$ cat src/sv/dlpg_pkg.sv
package dlpg_pkg;

    localparam int TILE_SIZE = 64;
    localparam int FRAC_BITS = 16;

    localparam int COORD_W   = $clog2(TILE_SIZE);
    localparam int ACC_W     = COORD_W + FRAC_BITS;
    localparam int SLOPE_W   = FRAC_BITS + 1;
    localparam int DIV_STEPS = ACC_W;
    localparam int DIV_CNT_W = $clog2(DIV_STEPS + 1);
    localparam int ADDR_W    = 12;
    localparam int PITCH_W   = 7;
    localparam int COLOR_W   = 32;

    localparam logic [COORD_W-1:0] COORD_MAX = COORD_W'(TILE_SIZE - 1);

    // saturate a coordinate to the tile
    function automatic logic [COORD_W-1:0] clamp_coord(input logic [5:0] v);
        logic [COORD_W-1:0] c;
        if (COORD_W'(v) > COORD_MAX || {26'd0, v} > 32'(TILE_SIZE - 1))
        begin
            c = COORD_MAX;
        end
        else
        begin
            c = COORD_W'(v);
        end
        return c;
    endfunction

    typedef struct packed {
        logic start;
        logic [COORD_W-1:0] dividend_mag;
        logic [COORD_W-1:0] divisor;
    } div_req_t;

    typedef struct packed {
        logic done;
        logic [SLOPE_W-1:0] quotient;
    } div_rsp_t;

endpackage

$ cat src/sv/dlpg_div.sv
module dlpg_div
    import dlpg_pkg::*;
(
    input  logic     clk,
    input  logic     rst_n,
    input  div_req_t req,
    output div_rsp_t rsp
);

    // restoring divider, one quotient bit per cycle
    logic                 busy_reg, busy_next;
    logic                 done_reg, done_next;
    logic [DIV_CNT_W-1:0] count_reg, count_next;
    logic [ACC_W-1:0]     quot_reg, quot_next;
    logic [COORD_W-1:0]   rem_reg, rem_next;
    logic [COORD_W-1:0]   divisor_reg, divisor_next;
    logic [COORD_W:0]     trial;
    logic                 fits;

    assign trial = {rem_reg, quot_reg[ACC_W-1]};
    assign fits  = trial >= {1'b0, divisor_reg};

    always_comb
    begin
        busy_next    = busy_reg;
        done_next    = 1'b0;
        count_next   = count_reg;
        quot_next    = quot_reg;
        rem_next     = rem_reg;
        divisor_next = divisor_reg;
        if (req.start)
        begin
            busy_next    = 1'b1;
            count_next   = DIV_CNT_W'(DIV_STEPS);
            quot_next    = {req.dividend_mag, {FRAC_BITS{1'b0}}};
            rem_next     = '0;
            divisor_next = req.divisor;
        end
        else if (busy_reg)
        begin
            if (fits)
            begin
                rem_next = COORD_W'(trial - {1'b0, divisor_reg});
            end
            else
            begin
                rem_next = COORD_W'(trial);
            end
            quot_next  = {quot_reg[ACC_W-2:0], fits};
            count_next = count_reg - 1'b1;
            if (count_reg == DIV_CNT_W'(1))
            begin
                busy_next = 1'b0;
                done_next = 1'b1;
            end
        end
    end

    always_ff @(posedge clk or negedge rst_n)
    begin
        if (!rst_n)
        begin
            busy_reg  <= 1'b0;
            done_reg  <= 1'b0;
            count_reg <= '0;
        end
        else
        begin
            busy_reg  <= busy_next;
            done_reg  <= done_next;
            count_reg <= count_next;
        end
    end

    always_ff @(posedge clk)
    begin
        quot_reg    <= quot_next;
        rem_reg     <= rem_next;
        divisor_reg <= divisor_next;
    end

    assign rsp.done     = done_reg;
    assign rsp.quotient = quot_reg[SLOPE_W-1:0];

endmodule

$ cat src/sv/dda_line_pixel_generator_unit.sv
// DDA line pixel generator.
// Command channel: a transaction is taken at a rising edge with start high and
// busy low; it carries start_x/start_y, end_x/end_y and line_color. busy stays
// high while the line is worked on, so one line is handled at a time.
// Result channel: one framebuffer write per pixel, shown for exactly one cycle
// with pixel_valid high; last_pixel marks the final write of the line. The start
// pixel is drawn, the end pixel is not, and a zero-length line gives nothing.
// Timing: the slope |minor|*2^16/|major| comes from a restoring divider, one
// quotient bit per cycle. A command transaction starts the divider; its result
// moves the sequencer to drawing, one pixel per cycle. The next command is
// taken once busy is low again. A zero-length line never raises busy.
// Configuration: APB port, row_pitch at byte address 0. The user writes it
// only while the block is idle; the block does not enforce this. pready is
// always high. Reset (rst_n low, asynchronous) sets row_pitch to 64 and
// drops busy and pixel_valid.
// The receiver cannot stall: every write must be taken in the cycle it shows.
module dda_line_pixel_generator_unit
    import dlpg_pkg::*;
(
    input  logic               clk,
    input  logic               rst_n,
    input  logic               start,
    output logic               busy,
    input  logic [5:0]         start_x,
    input  logic [5:0]         start_y,
    input  logic [5:0]         end_x,
    input  logic [5:0]         end_y,
    input  logic [COLOR_W-1:0] line_color,
    output logic               pixel_valid,
    output logic [ADDR_W-1:0]  pixel_address,
    output logic [COLOR_W-1:0] pixel_color,
    output logic               last_pixel,
    input  logic               psel,
    input  logic               penable,
    input  logic               pwrite,
    input  logic [2:0]         paddr,
    input  logic [31:0]        pwdata,
    output logic [31:0]        prdata,
    output logic               pready
);

    localparam logic [1:0] ST_IDLE = 2'd0;
    localparam logic [1:0] ST_DIV  = 2'd1;
    localparam logic [1:0] ST_DRAW = 2'd2;

    localparam logic ADDR_ROW_PITCH = 1'b0;
    localparam logic [PITCH_W-1:0] PITCH_RESET = PITCH_W'(64);

    // config register
    logic [PITCH_W-1:0] row_pitch_reg;
    logic               cfg_write;

    assign pready    = 1'b1;
    assign cfg_write = psel && penable && pwrite && pready;
    assign prdata    = (paddr[2] == ADDR_ROW_PITCH) ? {25'd0, row_pitch_reg} : 32'd0;

    always_ff @(posedge clk or negedge rst_n)
    begin
        if (!rst_n)
        begin
            row_pitch_reg <= PITCH_RESET;
        end
        else if (cfg_write && paddr[2] == ADDR_ROW_PITCH)
        begin
            row_pitch_reg <= pwdata[PITCH_W-1:0];
        end
    end

    // command decode: deltas, major axis, directions
    logic [COORD_W-1:0] sx, sy, ex, ey;
    logic [COORD_W-1:0] adx, ady;
    logic               major_x;
    logic [COORD_W-1:0] steps_in, min_mag_in;
    logic               accept;

    assign sx = clamp_coord(start_x);
    assign sy = clamp_coord(start_y);
    assign ex = clamp_coord(end_x);
    assign ey = clamp_coord(end_y);

    assign adx        = (ex >= sx) ? ex - sx : sx - ex;
    assign ady        = (ey >= sy) ? ey - sy : sy - ey;
    assign major_x    = !(ady > adx);
    assign steps_in   = major_x ? adx : ady;
    assign min_mag_in = major_x ? ady : adx;
    assign accept     = start && !busy;

    // divider for the slope
    div_req_t div_req;
    div_rsp_t div_rsp;

    assign div_req.start        = accept && (steps_in != '0);
    assign div_req.dividend_mag = min_mag_in;
    assign div_req.divisor      = steps_in;

    dlpg_div u_div (
        .clk   (clk),
        .rst_n (rst_n),
        .req   (div_req),
        .rsp   (div_rsp)
    );

    // sequencer and stepping state
    logic [1:0]         state_reg, state_next;
    logic [COORD_W-1:0] steps_left_reg, steps_left_next;
    logic               pix_valid_reg, pix_valid_next;

    logic               major_x_reg;
    logic               maj_up_reg, min_up_reg;
    logic [COORD_W-1:0] maj_reg, maj_next;
    logic [ACC_W-1:0]   acc_reg, acc_next;
    logic [SLOPE_W-1:0] slope_reg;
    logic [COLOR_W-1:0] color_reg;

    logic [ADDR_W-1:0]  addr_reg;
    logic               last_reg;

    logic [COORD_W-1:0]         minor, col, row;
    logic [COORD_W+PITCH_W-1:0] row_off;
    logic [ADDR_W-1:0]          addr_calc;

    assign minor     = acc_reg[ACC_W-1:FRAC_BITS];
    assign col       = major_x_reg ? maj_reg : minor;
    assign row       = major_x_reg ? minor : maj_reg;
    assign row_off   = row * row_pitch_reg;
    assign addr_calc = ADDR_W'(col) + row_off[ADDR_W-1:0];

    always_comb
    begin
        state_next      = state_reg;
        steps_left_next = steps_left_reg;
        pix_valid_next  = 1'b0;
        maj_next        = maj_reg;
        acc_next        = acc_reg;
        case (state_reg)
            ST_IDLE:
            begin
                if (div_req.start)
                begin
                    state_next      = ST_DIV;
                    steps_left_next = steps_in;
                end
            end
            ST_DIV:
            begin
                if (div_rsp.done)
                begin
                    state_next = ST_DRAW;
                end
            end
            ST_DRAW:
            begin
                pix_valid_next  = 1'b1;
                steps_left_next = steps_left_reg - 1'b1;
                maj_next        = maj_up_reg ? maj_reg + 1'b1 : maj_reg - 1'b1;
                acc_next        = min_up_reg ? acc_reg + ACC_W'(slope_reg)
                                             : acc_reg - ACC_W'(slope_reg);
                if (steps_left_reg == COORD_W'(1))
                begin
                    state_next = ST_IDLE;
                end
            end
            default:
            begin
                state_next = ST_IDLE;
            end
        endcase
    end

    always_ff @(posedge clk or negedge rst_n)
    begin
        if (!rst_n)
        begin
            state_reg      <= ST_IDLE;
            steps_left_reg <= '0;
            pix_valid_reg  <= 1'b0;
        end
        else
        begin
            state_reg      <= state_next;
            steps_left_reg <= steps_left_next;
            pix_valid_reg  <= pix_valid_next;
        end
    end

    // payload registers
    always_ff @(posedge clk)
    begin
        if (accept)
        begin
            major_x_reg <= major_x;
            maj_up_reg  <= major_x ? (ex >= sx) : (ey >= sy);
            min_up_reg  <= major_x ? (ey >= sy) : (ex >= sx);
            maj_reg     <= major_x ? sx : sy;
            acc_reg     <= {(major_x ? sy : sx), {FRAC_BITS{1'b0}}};
            color_reg   <= line_color;
        end
        else
        begin
            maj_reg <= maj_next;
            acc_reg <= acc_next;
        end
        if (state_reg == ST_DIV && div_rsp.done)
        begin
            slope_reg <= div_rsp.quotient;
        end
        if (state_reg == ST_DRAW)
        begin
            addr_reg <= addr_calc;
            last_reg <= (steps_left_reg == COORD_W'(1));
        end
    end

    assign busy          = (state_reg != ST_IDLE);
    assign pixel_valid   = pix_valid_reg;
    assign pixel_address = addr_reg;
    assign pixel_color   = color_reg;
    assign last_pixel    = pix_valid_reg && last_reg;

`ifndef NO_ASSERTIONS
    // a pixel only follows a drawing cycle
    assert property (@(posedge clk) disable iff (!rst_n)
        pixel_valid |-> $past(state_reg == ST_DRAW))
        else $error("pixel strobe without drawing cycle");

    // drawing never runs with no steps left
    assert property (@(posedge clk) disable iff (!rst_n)
        (state_reg == ST_DRAW) |-> (steps_left_reg != '0))
        else $error("drawing with zero steps left");

    // the slope arrives only while the sequencer waits for it
    assert property (@(posedge clk) disable iff (!rst_n)
        div_rsp.done |-> (state_reg == ST_DIV))
        else $error("divider result outside divide phase");

    // after the last pixel the block is free
    assert property (@(posedge clk) disable iff (!rst_n)
        last_pixel |-> (state_reg != ST_DRAW))
        else $error("still drawing after last pixel");
`endif

endmodule

$ cat config.mk
export PLATFORM = sky130hd
export DESIGN_NAME = dda_line_pixel_generator_unit
export DESIGN_NICKNAME = d
export VERILOG_FILES = /design/src/sv/dlpg_pkg.sv /design/src/sv/dlpg_div.sv /design/src/sv/dda_line_pixel_generator_unit.sv
export SDC_FILE = /design/constraint.sdc
export NUM_CORES = 1
export LEC_CHECK = 0
export ABC_CLOCK_PERIOD_IN_PS = 13800
export BUFFER_PORTS_ARGS = -buffer_cell sky130_fd_sc_hd__buf_2
export CORE_UTILIZATION = 27
export CTS_CLUSTER_DIAMETER = 100
export DETAILED_ROUTE_END_ITERATION = 8
export GPL_TIMING_DRIVEN = 0
export HOLD_SLACK_MARGIN = 0.15
export PLACE_DENSITY = 0.48
export REMOVE_ABC_BUFFERS = 1
export SKIP_LAST_GASP = 1
export SYNTH_ARGS = -nofsm -noshare
export SYNTH_HDL_FRONTEND = slang
export SYNTH_SLANG_ARGS = --single-unit
$ cat constraint.sdc
create_clock -name clk -period 13.8 [get_ports clk]
set_input_delay 1.38 -clock clk [delete_from_list [all_inputs] [get_ports clk]]
set_output_delay 1.38 -clock clk [all_outputs]
set_load 0.1 [all_outputs]
======== Word level (Yosys, flattened, before mapping) ========
Cells that the tools add are included.
storage, ports and cells
  flip-flop bits (word level) ............. 150
  input bits .............................. 97
  output and inout bits ................... 80
  logic and storage cells ................. 106
operators by class
  add/subtract/negate cells ............... 12
  $mul .................................... 1
  magnitude comparators ................... 8
  equal/unequal tests ..................... 7
  mux-type cells .......................... 39
  bitwise operators ....................... 1
  reductions and logical operators ........ 17
operators by type and width
  kind                 number
  $mux 22              5
  $mux 6               17
  $sub 6x6->6          5
  $gt 6x6->1 const B   4
  $add 22x17->22       1
  $sub 22x17->22       1
  $add 6x12->12        1
  $ge 6x6->1           2
  $mul 6x7->12         1
  $pmux 6 s2           1
  $sub 6x1->6 const B  2
  $mux 5               2
  $mux 1               9
  $reduce_bool 2->1    4
  $ge 7x6->1           1
  $logic_and 1x1->1    7
  $mux 7               1
  $add 6x1->6 const B  1
  $eq 6x1->1 const B   1
  $gt 6x6->1           1
  $mux 2               3
  $pmux 2 s3           1
  $reduce_bool 6->1    1
  $eq 5x1->1 const B   1
  10 further kinds     12

======== Depth between registers and ports, before layout ========
  word-level depth ........................ 10
  gate-level depth with buffers ........... 20
  mapped depth without buffers ............ 19

======== Hierarchy ========
Synthesis repeated with hierarchy kept, for this count alone.
unflattened totals
  cells, all modules ...................... 1,049
  area, all modules ....................... 10,405.0 µm²
modules (own cells, without submodules)
  module                         instances  cells an instance  area each (µm²)  seq. area each (µm²)
  dda_line_pixel_generator_unit  1          855                8,369.3          3,034.2
  dlpg_div                       1          194                2,035.7          975.9

======== Worst setup path before layout ========
OpenSTA, ideal clock, no wires.
  path kind ............................... input port to flip-flop
  start ................................... input start_x[3]
  end ..................................... register u_div.quot_reg[16], enable pin
  library setup time ...................... 0.318 ns
  arrival ................................. 5.167 ns
  data required time ...................... 13.482 ns
  path slack .............................. 8.315 ns
  stages on the path ...................... 19
  path through ............................ clkbuf_1 > ha_1 > and3b_1 > or3_4 > a221oi_4 > mux2i_1 > xnor2_1 > inv_1 > ha_1 > nand4_1 > nor2_1 > o32a_1 > clkbuf_1 > nor2_1 > nand3_1 > o31ai_1 > a31oi_4 > buf_6 > or2_1
between the ends
  word-level cells in the longest chain between the ends .. 9
RTL lines
  element                                           RTL line                             text
  start: declaration                                dda_line_pixel_generator_unit.sv:24  input logic [5:0] start_x,
  $gt 6x6->1                                        dlpg_pkg.sv:20                       if (COORD_W'(v) > COORD_MAX || {26'd0, v} > 32'(TILE_SIZE - 1))
  $mux 6 *                                          dlpg_pkg.sv:20
  $sub 6x6->6 / $ge 6x6->1 (equally long branches)  dda_line_pixel_generator_unit.sv:81  assign adx = (ex >= sx) ? ex - sx : sx - ex;
  $mux 6 *                                          dda_line_pixel_generator_unit.sv:81
  $gt 6x6->1                                        dda_line_pixel_generator_unit.sv:83  assign major_x = !(ady > adx);
  $mux 6 *                                          dda_line_pixel_generator_unit.sv:84  assign steps_in = major_x ? adx : ady;
  $reduce_bool 6->1 *                               dda_line_pixel_generator_unit.sv:92  assign div_req.start = accept && (steps_in != '0);
  $logic_and 1x1->1 *                               dda_line_pixel_generator_unit.sv:92
  $reduce_bool 2->1 (no source line) *              -
  end signal: assignment                            dlpg_div.sv:77                       quot_reg <= quot_next;
  end: declaration                                  dlpg_div.sv:14                       logic [ACC_W-1:0] quot_reg, quot_next;
Mark *: on every way between the ends. The rest lies on a longest branch, timed or not.
A chain may end at the register's enable or synchronous reset.

======== Worst setup path after layout ========
  start ................................... input start_x[3]
  end ..................................... register u_div.quot_reg[20], enable pin
Same word-level chain as after synthesis.

==> flow_metrics.env <==
export IMPL_hold_buffers=0
export IMPL_reg2reg_slack_ns=8.69
export IMPL_clk_pin_slew_worst_paths_ns=0.07
export IMPL_initial_core_util_pct=27.4
export IMPL_path_cells="buf_2 -> ha_1 -> and3b_1 -> or3_4 -> a221oi_4 -> mux2i_1 -> xor2_1 -> ha_1 -> a21oi_1 -> a21boi_0 -> o32a_1 -> inv_2 -> nand2_1 -> o32ai_2 -> a31oi_4 -> buf_16 -> or2_1"
export IMPL_synth_top_cell_by_area="edfxtp_1"
export IMPL_grt_ovfl_total=0
export IMPL_synth_area_leaders="edfxtp_1 (26%), ha_1 (10%), dfxtp_1 (7.4%)"
export IMPL_max_freq_mhz=144
export IMPL_drive_gt1_share_pct=17.5
export IMPL_wl_per_cell_um=13.3
export IMPL_hp_class="reg -> reg"
export IMPL_clk_path_buf_depth=2
export IMPL_path_common_cell="ha_1"
export IMPL_dp_hpwl_um=16500
export IMPL_clock_latency_ns=0.43
export IMPL_end_kind="register"
export IMPL_numCtsBuffers=17
export IMPL_portBuffers=123
export IMPL_cts_resized=0
export IMPL_post_cts_buffers=0
export IMPL_slowest_delay_ns=0.95
export IMPL_syn2layout_area_growth_pct=15.9
export IMPL_drv_cap=0
export IMPL_die_w_um=197
export IMPL_htree_levels=4
export IMPL_hold_violations=0
export IMPL_yosys_warnings=0
export IMPL_status="completed"
export IMPL_viasPerCell=4.41
export IMPL_drt_initial_drc_count=327
export IMPL_drcViolationCount=0
export IMPL_yosysUniqueCellTypes=70
export IMPL_ys_seq_area_share_pct=39.0
export IMPL_synth_main_ff_cell="edfxtp_1"
export IMPL_synth_edf_count=89
export IMPL_fin_skew_ns=0.0127
export IMPL_drt_wl_total_um=22000
export IMPL_critical_path_max_fanout=30
export IMPL_worst_slew_margin_rel_pct=15.6
export IMPL_largest_reg_flops=32
export IMPL_ios=177
export IMPL_grt_pass1_wl_um=35900
export IMPL_antenna_found_initial=0
export IMPL_track_usage_pct=11.6
export IMPL_rsz0062_at_grt="no"
export IMPL_startpoint_type="input pin"
export IMPL_crit_type="in -> reg"
export IMPL_dieArea_um2=38900
export IMPL_cp_arrival_ns=7.06
export IMPL_slew_violations=0
export IMPL_netlist_instances=1028
export IMPL_grt_pass1_vias=7139
export IMPL_netlist_area_leader_share_pct=26.0
export IMPL_ys_ff_latch=150
export IMPL_fp_dieH_um=197
export IMPL_place_congestion=0.832
export IMPL_syn_mean_instance_area_um2=10.0
export IMPL_grt_max_degree=43
export IMPL_setup_tns_ns=0
export IMPL_firstDrtPassIters=5
export IMPL_layout_nets=1343
export IMPL_fp_coreArea_um2=37600
export IMPL_fill_cells=3905
export IMPL_async_flop_share_pct=15.3
export IMPL_required_ns=13.91
export IMPL_path_buf_inv=3
export IMPL_slowest_stage="o32a_1"
export IMPL_powerDensity_nw_per_um2=205
export IMPL_cts_num_sinks=150
export IMPL_setup_violations=0
export IMPL_final_util_pct=31.7
export IMPL_num_rows=71
export IMPL_vias=7288
export IMPL_p_leak_nw=5.29
export IMPL_cts_tree="built"
export IMPL_diodes=0
export IMPL_ctsRootBufferMaster="clkbuf_16"
export IMPL_synth_area_um2=10300
export IMPL_vdd_drop_max_uv=95.7
export IMPL_critical_path_top_delay_family="compound AO/OA/AOI/OAI gates"
export IMPL_post_route_period_util_pct=50.3
export IMPL_ant_nets=0
export IMPL_worst_pin_slew_ns=1.25
export IMPL_finalCriticalPeriod_ns=6.94
-- path summary, 6_finish.rpt --
check | end | from | cells after the start
min | slope_reg[5]$_DFFE_PP_ | u_div.quot_reg[5]$_SDFFE_PP0P_ | 0
min in group asynchronous | u_div.count_reg[3]$_DFFE_PN0P_ | rst_n | 1
min reg2reg | slope_reg[5]$_DFFE_PP_ | u_div.quot_reg[5]$_SDFFE_PP0P_ | 0
max | u_div.quot_reg[20]$_DFFE_PP_ | start_x[3] | 17
max reg2reg | acc_reg[21]$_DFFE_PP_ | slope_reg[5]$_DFFE_PP_ | 12
max in group asynchronous | u_div.busy_reg$_DFF_PN0_ | rst_n | 1
-- per-stage QoR --
step	total power [mW]	instances	worst slack [ns]	hold slack, ns	cell area [µm²]
2_1_floorplan	1.74	984	7.28	0.427	10000
3_3_place_gp	1.98	1618	5.89	0.441	11300
3_5_place_dp	2.00	1621	6.37	0.447	11300
4_1_cts	2.48	1653	6.82	0.462	11900
5_1_grt	2.67	1654	6.36	0.474	11900
6_report	2.44	1654	6.86	0.459	11900
-- layer usage --
layer  vias to the layer above  track usage, %  share of wire, %
met2                       124            19.0                46
met4                         0            3.33              0.84
met3                        12            2.17               3.0
met1                      3435            15.6                51
met5                         -               0                 0
li1                       3717               -                 -
-- worst register-to-register path, stage by stage (launching register included) --
cell,delay (ns)
edfxtp_1,0.42
or4_1,0.61
nor4_1,0.93
a21oi_1,0.19
xor2_1,0.19
ha_1,0.24
or3_1,0.38
o221a_2,0.29
a2111oi_0,0.83
o21ai_0,0.24
a31oi_1,0.25
xnor2_1,0.16
o22ai_1,0.11
-- cells in the final DEF (no fill, tap or decap), types with 19 or more instances in the layout --
master / n
inv_1: 88
conb_1: 26
dfxtp_1: 38
xor2_1: 33
xnor2_1: 40
fa_1: 30
edfxtp_1: 89
ha_1: 86
dfrtp_1: 21
mux2i_1: 40
nand2_1: 91
a21oi_1: 61
nor2_1: 80
o21ai_0: 29
buf_2: 123
nor2b_1: 20
mux2_2: 19
-- kinds of logic (layout without fill, tap and decap cells) --
| family | after synthesis | count (layout) | share of synthesized area, % |
|---|---|---|---|
| other cells | 2 | 26 | 0.0730 |
| compound gates | 193 | 193 | 12.8 |
| buf+inv | 158 | 249 | 6.90 |
| simple gates | 276 | 276 | 12.6 |
| mux | 59 | 59 | 5.97 |
| flops | 150 | 150 | 39.0 |
| xor+xnor | 73 | 73 | 6.22 |
| fa+ha+maj | 117 | 117 | 16.4 |
-- area by class of cell --
type / count / area [µm²] / area share, %
well taps: 511 / 639 / 5.36
clock inverters: 12 / 101 / 0.850
clock buffers: 20 / 458 / 3.84
multi-input cells: 744 / 5660 / 47.4
flip-flops and latches: 150 / 4010 / 33.6
inverters: 90 / 338 / 2.83
repair buffers: 127 / 718 / 6.02
-- synthesized netlist by cell type (all sizes together), types with 19 or more instances --
library cell / instances
inv: 90
ha: 86
dfrtp: 22
nand2: 91
xnor2: 40
dfxtp: 38
clkbuf: 32
mux2: 19
a21oi: 62
buf: 36
xor2: 33
edfxtp: 89
nor2: 80
fa: 30
mux2i: 40
o21ai: 32
nor2b: 20
-- power by group --
group | switching [mW] | internal [mW] | total [mW]
logic | 0.737 | 0.517 | 1.25
registers | 0.0918 | 0.639 | 0.731
clock network | 0.207 | 0.247 | 0.454
total | 1.04 | 1.40 | 2.44
Note: power is estimated with default switching activity, not from simulation.
